<file path="src/rtl/pair_block_sorter_top_macros.svh">
// Assertion macros for the pair block sorter.
`ifndef PAIR_BLOCK_SORTER_TOP_MACROS_SVH
`define PAIR_BLOCK_SORTER_TOP_MACROS_SVH

`ifndef ASSERT_OFF
`define PBS_ASSERT_IMP(label, clk, rst_n, ante, cons) \
	label: assert property (@(posedge clk) disable iff (!rst_n) (ante) |-> (cons)) \
		else $error("pair block sorter check failed");
`define PBS_ASSERT_NXT(label, clk, rst_n, ante, cons) \
	label: assert property (@(posedge clk) disable iff (!rst_n) (ante) |=> (cons)) \
		else $error("pair block sorter check failed");
`else
`define PBS_ASSERT_IMP(label, clk, rst_n, ante, cons)
`define PBS_ASSERT_NXT(label, clk, rst_n, ante, cons)
`endif

`endif

</file>
<file path="src/rtl/pbs_pkg.sv">
// Shared constants for the pair block sorter.
package pbs_pkg;

	localparam int BLOCK_ENTRIES = 32;
	localparam int KEY_W         = 32;
	localparam int PAIR_W        = 2 * KEY_W;
	localparam int IDX_W         = $clog2(BLOCK_ENTRIES);
	localparam int CNT_W         = $clog2(BLOCK_ENTRIES + 1);

endpackage

</file>
<file path="src/rtl/pbs_in_if.sv">
// Input channel: one key pair with its block end mark.
interface pbs_in_if;

	logic                     valid;
	logic                     ready;
	logic [pbs_pkg::KEY_W-1:0] key_high;
	logic [pbs_pkg::KEY_W-1:0] key_low;
	logic                     block_end;

	modport source (output valid, output key_high, output key_low, output block_end,
		input ready);
	modport sink (input valid, input key_high, input key_low, input block_end,
		output ready);

endinterface

</file>
<file path="src/rtl/pbs_out_if.sv">
// Output channel: one sorted key pair with run end and drop flags.
interface pbs_out_if;

	logic                     valid;
	logic                     ready;
	logic [pbs_pkg::KEY_W-1:0] out_high;
	logic [pbs_pkg::KEY_W-1:0] out_low;
	logic                     run_end;
	logic                     dropped;

	modport source (output valid, output out_high, output out_low, output run_end,
		output dropped, input ready);
	modport sink (input valid, input out_high, input out_low, input run_end,
		input dropped, output ready);

endinterface

</file>
<file path="src/rtl/pbs_ram.sv">
// Generic simple dual port RAM with registered read.
module pbs_ram #(
	parameter int WIDTH = 64,
	parameter int DEPTH = 32,
	localparam int AW   = $clog2(DEPTH)
) (
	input  logic             clk,
	input  logic             wr_en,
	input  logic [AW-1:0]    wr_addr,
	input  logic [WIDTH-1:0] wr_data,
	input  logic             rd_en,
	input  logic [AW-1:0]    rd_addr,
	output logic [WIDTH-1:0] rd_data
);

	logic [WIDTH-1:0] mem_q [DEPTH];
	logic [WIDTH-1:0] rd_data_q;

	always_ff @(posedge clk) begin
		if (wr_en) begin
			mem_q[wr_addr] <= wr_data;
		end
		if (rd_en) begin
			rd_data_q <= mem_q[rd_addr];
		end
	end

	assign rd_data = rd_data_q;

endmodule

</file>
<file path="src/rtl/pair_block_sorter_top.sv">
// Top level of the pair block sorter: insertion sort over a pair RAM.
//
//  channel  dir  handshake      payload
//  pairs    in   valid/ready    key_high[31:0] key_low[31:0] block_end
//  sorted   out  valid/ready    out_high[31:0] out_low[31:0] run_end dropped
//
// An item is inserted into sorted position as it arrives: each stored pair greater than
// it is moved up one entry, from the top down, until the item finds its place, at the
// latest in the first entry. The single RAM read port and the 64-bit comparator pace
// the insertion: one read and one compare per shifted pair. A dropped item is not stored;
// it sets the drop flag. After a block end, each result is read in EMIT_RD and loaded in
// EMIT_LD, which waits while the sink holds ready low.
// Reset clears every register outside the RAM; the RAM needs no clearing pass.
`include "pair_block_sorter_top_macros.svh"

module pair_block_sorter_top (
	input  logic      clk,
	input  logic      arst_n,
	pbs_in_if.sink    pairs,
	pbs_out_if.source sorted
);

	typedef enum logic [2:0] {
		IDLE,
		INS_RD,
		INS_CMP,
		EMIT_RD,
		EMIT_LD
	} state_t;

	state_t                       state_q;
	logic [pbs_pkg::CNT_W-1:0]    fill_q;
	logic                         ovf_q;
	logic [pbs_pkg::IDX_W-1:0]    pos_q;
	logic [pbs_pkg::IDX_W-1:0]    emit_q;
	logic [pbs_pkg::PAIR_W-1:0]   item_q;
	logic                         last_q;
	logic                         out_valid_q;
	logic [pbs_pkg::KEY_W-1:0]    out_high_q;
	logic [pbs_pkg::KEY_W-1:0]    out_low_q;
	logic                         out_run_end_q;
	logic                         out_dropped_q;

	logic                         wr_en;
	logic [pbs_pkg::IDX_W-1:0]    wr_addr;
	logic [pbs_pkg::PAIR_W-1:0]   wr_data;
	logic                         rd_en;
	logic [pbs_pkg::IDX_W-1:0]    rd_addr;
	logic [pbs_pkg::PAIR_W-1:0]   rd_data;
	logic                         greater;
	logic                         out_free;
	logic                         emit_last;
	logic                         has_room;

	pbs_ram #(
		.WIDTH(pbs_pkg::PAIR_W),
		.DEPTH(pbs_pkg::BLOCK_ENTRIES)
	) u_store (
		.clk    (clk),
		.wr_en  (wr_en),
		.wr_addr(wr_addr),
		.wr_data(wr_data),
		.rd_en  (rd_en),
		.rd_addr(rd_addr),
		.rd_data(rd_data)
	);

	assign greater   = rd_data > item_q;
	assign out_free  = !out_valid_q || sorted.ready;
	assign emit_last = (pbs_pkg::CNT_W'(emit_q) + pbs_pkg::CNT_W'(1)) == fill_q;
	assign has_room  = fill_q < pbs_pkg::CNT_W'(pbs_pkg::BLOCK_ENTRIES);

	always_comb begin
		wr_en   = 1'b0;
		wr_addr = pos_q;
		wr_data = item_q;
		rd_en   = 1'b0;
		rd_addr = pos_q - pbs_pkg::IDX_W'(1);
		case (state_q)
			INS_RD: begin
				if (pos_q == '0) begin
					wr_en = 1'b1;
				end else begin
					rd_en = 1'b1;
				end
			end
			INS_CMP: begin
				wr_en   = 1'b1;
				wr_data = greater ? rd_data : item_q;
			end
			EMIT_RD: begin
				rd_en   = 1'b1;
				rd_addr = emit_q;
			end
			default: begin
			end
		endcase
	end

	always_ff @(posedge clk or negedge arst_n) begin
		if (!arst_n) begin
			state_q       <= IDLE;
			fill_q        <= '0;
			ovf_q         <= 1'b0;
			pos_q         <= '0;
			emit_q        <= '0;
			item_q        <= '0;
			last_q        <= 1'b0;
			out_valid_q   <= 1'b0;
			out_high_q    <= '0;
			out_low_q     <= '0;
			out_run_end_q <= 1'b0;
			out_dropped_q <= 1'b0;
		end else begin
			if (out_valid_q && sorted.ready && state_q != EMIT_LD) begin
				out_valid_q <= 1'b0;
			end
			case (state_q)
				IDLE: begin
					if (pairs.valid) begin
						item_q <= {pairs.key_high, pairs.key_low};
						last_q <= pairs.block_end;
						emit_q <= '0;
						if (has_room) begin
							pos_q   <= fill_q[pbs_pkg::IDX_W-1:0];
							fill_q  <= fill_q + pbs_pkg::CNT_W'(1);
							state_q <= INS_RD;
						end else begin
							ovf_q <= 1'b1;
							if (pairs.block_end) begin
								state_q <= EMIT_RD;
							end
						end
					end
				end
				INS_RD: begin
					if (pos_q == '0) begin
						state_q <= last_q ? EMIT_RD : IDLE;
					end else begin
						state_q <= INS_CMP;
					end
				end
				INS_CMP: begin
					if (greater) begin
						pos_q   <= pos_q - pbs_pkg::IDX_W'(1);
						state_q <= INS_RD;
					end else begin
						state_q <= last_q ? EMIT_RD : IDLE;
					end
				end
				EMIT_RD: begin
					state_q <= EMIT_LD;
				end
				EMIT_LD: begin
					if (out_free) begin
						out_valid_q   <= 1'b1;
						out_high_q    <= rd_data[pbs_pkg::PAIR_W-1:pbs_pkg::KEY_W];
						out_low_q     <= rd_data[pbs_pkg::KEY_W-1:0];
						out_run_end_q <= emit_last;
						out_dropped_q <= ovf_q;
						if (emit_last) begin
							fill_q  <= '0;
							ovf_q   <= 1'b0;
							state_q <= IDLE;
						end else begin
							emit_q  <= emit_q + pbs_pkg::IDX_W'(1);
							state_q <= EMIT_RD;
						end
					end
				end
				default: begin
					state_q <= IDLE;
				end
			endcase
		end
	end

	assign pairs.ready     = state_q == IDLE;
	assign sorted.valid    = out_valid_q;
	assign sorted.out_high = out_high_q;
	assign sorted.out_low  = out_low_q;
	assign sorted.run_end  = out_run_end_q;
	assign sorted.dropped  = out_dropped_q;

	`PBS_ASSERT_IMP(a_write_only_inserting, clk, arst_n, wr_en, state_q == INS_RD || state_q == INS_CMP)
	`PBS_ASSERT_IMP(a_fill_bounded, clk, arst_n, 1'b1, fill_q <= pbs_pkg::CNT_W'(pbs_pkg::BLOCK_ENTRIES))
	`PBS_ASSERT_IMP(a_block_open_midrun, clk, arst_n, sorted.valid && !sorted.run_end, fill_q != '0)
	`PBS_ASSERT_NXT(a_drop_taken_once, clk, arst_n, pairs.valid && pairs.ready && !has_room, ovf_q)

endmodule
</file>
<file path="src/flat_wrapper.sv">
// flat-port wrapper written by rule: the top's interface ports become plain ports
module pair_block_sorter_top_flat 
  (clk, arst_n, pairs_valid, pairs_key_high, pairs_key_low, pairs_block_end, pairs_ready, sorted_valid, sorted_out_high, sorted_out_low, sorted_run_end, sorted_dropped, sorted_ready);
  pbs_in_if pairs_i ();
  pbs_out_if sorted_i ();
  input  logic clk;
  input  logic arst_n;
  input wire logic [$bits(pairs_i.valid)-1:0] pairs_valid;
  input wire logic [$bits(pairs_i.key_high)-1:0] pairs_key_high;
  input wire logic [$bits(pairs_i.key_low)-1:0] pairs_key_low;
  input wire logic [$bits(pairs_i.block_end)-1:0] pairs_block_end;
  output wire logic [$bits(pairs_i.ready)-1:0] pairs_ready;
  output wire logic [$bits(sorted_i.valid)-1:0] sorted_valid;
  output wire logic [$bits(sorted_i.out_high)-1:0] sorted_out_high;
  output wire logic [$bits(sorted_i.out_low)-1:0] sorted_out_low;
  output wire logic [$bits(sorted_i.run_end)-1:0] sorted_run_end;
  output wire logic [$bits(sorted_i.dropped)-1:0] sorted_dropped;
  input wire logic [$bits(sorted_i.ready)-1:0] sorted_ready;
  assign pairs_i.valid = pairs_valid;
  assign pairs_i.key_high = pairs_key_high;
  assign pairs_i.key_low = pairs_key_low;
  assign pairs_i.block_end = pairs_block_end;
  assign pairs_ready = pairs_i.ready;
  assign sorted_valid = sorted_i.valid;
  assign sorted_out_high = sorted_i.out_high;
  assign sorted_out_low = sorted_i.out_low;
  assign sorted_run_end = sorted_i.run_end;
  assign sorted_dropped = sorted_i.dropped;
  assign sorted_i.ready = sorted_ready;
  pair_block_sorter_top u_core (.clk(clk), .arst_n(arst_n), .pairs(pairs_i), .sorted(sorted_i));
endmodule
</file>
<file path="config.mk">
export PLATFORM = sky130hd
export DESIGN_NAME = pair_block_sorter_top_flat
export DESIGN_NICKNAME = d
export VERILOG_FILES = /design/src/rtl/pbs_pkg.sv /design/src/rtl/pbs_in_if.sv /design/src/rtl/pbs_out_if.sv /design/src/rtl/pbs_ram.sv /design/src/rtl/pair_block_sorter_top.sv /design/src/flat_wrapper.sv
export VERILOG_INCLUDE_DIRS = /design/src /design/src/rtl
export SDC_FILE = /design/constraint.sdc
export NUM_CORES = 2
export LEC_CHECK = 0
export ABC_AREA = 0
export BUFFER_PORTS_ARGS = -buffer_cell sky130_fd_sc_hd__buf_2
export CAP_MARGIN = 20
export CORE_UTILIZATION = 57
export CTS_CLUSTER_DIAMETER = 100
export DETAILED_ROUTE_END_ITERATION = 8
export GPL_TIMING_DRIVEN = 0
export PLACE_DENSITY = 0.76
export SLEW_MARGIN = 20
export SYNTH_ARGS = -nofsm -noshare
export SYNTH_HDL_FRONTEND = slang
export SYNTH_SLANG_ARGS = --single-unit
</file>
<file path="constraint.sdc">
create_clock -name clk -period 8.6 [get_ports clk]
set_input_delay 1.29 -clock clk [delete_from_list [all_inputs] [get_ports clk]]
set_output_delay 1.29 -clock clk [all_outputs]
set_load 0.005 [all_outputs]
</file>
==> metrics <==
Max-Cap Viols 0; data required time of the worst path 9190 ps; die area 158,800 um^2; kind of cell with the highest combined delay on the critical path simple AND/OR/NAND/NOR gates; leakage power of the design around 35 nW; number of cells on the worst reg-to-reg path 11; First-pass DRT Iterations 9; FF-to-FF Start u_core.u_store.rd_data[42]; slowest cell on the critical path nor4_2; commonest cells in the synthesized netlist edfxtp_1, nand2_1, mux4_2, nand3_1, dfrtp_1; most used standard cell by instance count after synthesis edfxtp_1; RSZ-0062 raised after global routing no; remaining number of nets flagged by the antenna check after routing 0; final instance count without filler cells between 7,000 and 8,000; clock root buffer clkbuf_16; Seq cells post-synth 2,264; post-CTS repair timing setup buffer count 0; Core ar. 156,200 um^2; antenna violations before repair 13; number of violations reported at the end of detailed-routing iteration 0 8,006; total count of hold-check failures in the final report 0; TritonCTS clock tree built; sinks on the clock net 2,264; final HPWL from detailed placement roughly 180,000 um; number of global-route vias before repair 52,100; initial core utilization 57.35%; number of setup violations in the final report 0; cells taking the most area after synthesis edfxtp_1, mux4_2, dfrtp_1; Max-slew headroom 16.39%; weighted congestion at the end of routability-driven global placement roughly 0.9; clock transition time at the flip-flop clock pins of the worst setup and hold paths approximately 60 ps; via density per instance 6.776; pin count of the biggest net entering global routing 84; cell area after placement roughly 100,000 um^2; Design Power 46.04 mW; total wirelength of the detailed-routed design 261,400 um; synthesized area divided by synthesized cell count 17.83 um^2; worst path cell trace ha_1 > nand4_1 > nor4_2 > and3_1 > nand3_1 > and2_1 > clkbuf_1 > clkbuf_1 > nand3_1 > o21ai_2 > buf_6; area growth from synthesis to final layout 16.37%; final instance area 104,300 um^2; Post-synth EDFFs about 2,100; maximum vdd ir drop 0.0002828 V; global-route wire length before repair 367,600 um; DR vias 53,430; Worst setup EP type register; nature of the critical path startpoint register; arrival time at the worst endpoint 6380 ps; remaining routing DRC violations 0; fraction of final layout cells sized beyond drive strength 1 between 20 and 25%; Worst-Skew Late Latency roughly 870 ps; Final Skew 41.69 ps; Register Area 67,220 um^2; worst setup slack for register-to-register paths 2810 ps; aggregate global-route resource usage 33.01%; shortest period the worst path allows 5794 ps; Die Width 398.5 um; cell area after technology mapping 89,590 um^2; die height 398.5 um; transition time at the pin with the least slew margin between 1000 and 1500 ps; count of different cell masters after synthesis 69; post-synth top area share 70.79%; RR Endpoint u_core.u_store.mem_q[9][47]; worst min-delay path class in2async; Max Fanout on Critical Path 17; synthesized netlist net count 5,164; fraction of registers with async set/reset between 6 and 7%; ys flop type edfxtp_1; footprint of the multi-input gates 21,200 um^2; I/O pin count ~140; mean routed wirelength per cell 33.14 um; Placed Cells incl. Taps 7,464; number of CTS-inserted buffers 215; net total in the final layout 5,763; number of rows created at floorplan roughly 150; number of pins exceeding their max-slew limit in the final report 0; Setup CP Type reg2reg; number of fill cells 9,557; YS warnings 0; global route overflow 0; portion of the post-synthesis area used by sequential elements 75.03%; number of buffers added to fix hold violations after cts 0; Max Freq between 0.15 and 0.2 GHz; Buffers & Inverters on Critical Path 3; power per standard cell area 441.6 nW/um^2; final cell utilization of the core between 60% and 70%; post-synth top area cell edfxtp_1; post-cts gate resize count 0; share of the clock period used by the worst path roughly two thirds; number of standard cells after synthesis 5,025; largest buffer count on any clock path 3; port bufs 136; H-tree levels 4; Crit. path cell count 11; Setup TNS Final 0 ps; status finished, final reports clean; max incr delay on CP 910 ps
layout by cell type, fill, tap and decap left out, types with 15 or more instances in the layout:
| master | n |
|---|---|
| buf_2 | 246 |
| dfrtp_1 | 152 |
| clkinv_1 | 43 |
| buf_16 | 42 |
| and3_1 | 92 |
| a21oi_1 | 69 |
| nand2_1 | 805 |
| bufinv_16 | 19 |
| buf_1 | 25 |
| o21ai_4 | 33 |
| buf_4 | 111 |
| nor2_4 | 22 |
| a311o_1 | 38 |
| o21ai_0 | 87 |
| ha_1 | 70 |
| inv_1 | 72 |
| a31o_1 | 39 |
| edfxtp_1 | 2112 |
| nand3_1 | 282 |
| nand4_1 | 17 |
| nor2_1 | 39 |
| mux4_2 | 419 |
| mux2i_1 | 50 |
| clkinv_2 | 33 |
| a311oi_1 | 53 |
| buf_6 | 64 |
| o21ai_1 | 15 |
| buf_8 | 16 |
| a211oi_1 | 40 |
| o21ai_2 | 32 |
| diode_2 | 22 |
| buf_12 | 63 |
| mux2_2 | 67 |
| clkbuf_1 | 165 |
| clkbuf_16 | 219 |
report_power, final:
part,total (mW),internal [mW],switching [mW]
Sequential,15.8,15.1,0.709
Combinational,20.8,6.89,13.9
Clock,9.42,5.32,4.11
per-layer routing:
| metal | up-vias | wire, um | track usage, % |
|---|---|---|---|
| met2 | 4488 | 116200 | 48.59 |
| met5 | - | 206 | 0.4843 |
| met1 | 27060 | 91100 | 43.21 |
| li1 | 21080 | - | - |
| met4 | 16 | 14330 | 15.65 |
| met3 | 792 | 39540 | 13.12 |
registers in the layout, summed over array words and instances (netlist names):
signal / flops
u_core.u_store.mem_q: 2048
u_core.item_q: 64
u_core.u_store.rd_data: 64
u_core.sorted.out_high: 32
u_core.sorted.out_low: 32
u_core.fill_q: 6
u_core.emit_q: 5
u_core.pos_q: 5
u_core.state_q: 3
u_core.last_q: 1
u_core.ovf_q: 1
u_core.sorted.dropped: 1
u_core.sorted.run_end: 1
u_core.sorted.valid: 1
cell type report:
| class | count | area share [%] |
|---|---|---|
| sequential | 2264 | 64.48 |
| multi-input combinational | 2385 | 20.34 |
| clock buffer | 281 | 5.566 |
| timing repair buffer | 382 | 4.181 |
| tap | 2058 | 2.470 |
| buffer | 304 | 1.566 |
| clock inverter | 118 | 1.086 |
| inverter | 72 | 0.2592 |
| antenna | 22 | 0.05281 |
per-stage QoR:
step | hold slack (ps) | setup WS [ps]
final | 387.7 | 2806
after global routing | 450.1 | 2986
after CTS | 400.7 | 3316
after detailed placement | 470.5 | 3345
after global placement | 469.0 | -7186
after floorplan | 458.7 | 186.9
cells by family (layout without fill, tap and decap cells):
group	count (synthesis)	count (layout)	share of synthesized area [%]
xor+xnor	10	10	0.09777
mux	538	538	11.96
buf+inv	376	1157	2.113
fa+ha+maj	70	70	0.9776
simple gates	1306	1306	6.342
compound gates	461	461	3.470
flops	2264	2264	75.03
other cells	0	22	0
worst max-delay path by stage:
stage	slack, ps	startpoint	end
after floorplan	190	u_core.pos_q[0]	u_core.u_store.mem_q[0][0]
after global placement	-7190	u_core.pos_q[0]	u_core.u_store.mem_q[0][33]
after detailed placement	3340	u_core.u_store.rd_data[42]	u_core.u_store.mem_q[24][20]
after CTS	3320	u_core.u_store.rd_data[42]	u_core.u_store.mem_q[23][20]
after global routing	2990	u_core.u_store.rd_data[42]	u_core.u_store.mem_q[13][47]
final	2810	u_core.u_store.rd_data[42]	u_core.u_store.mem_q[9][47]
No activity file was read; power rests on OpenSTA's default activity.
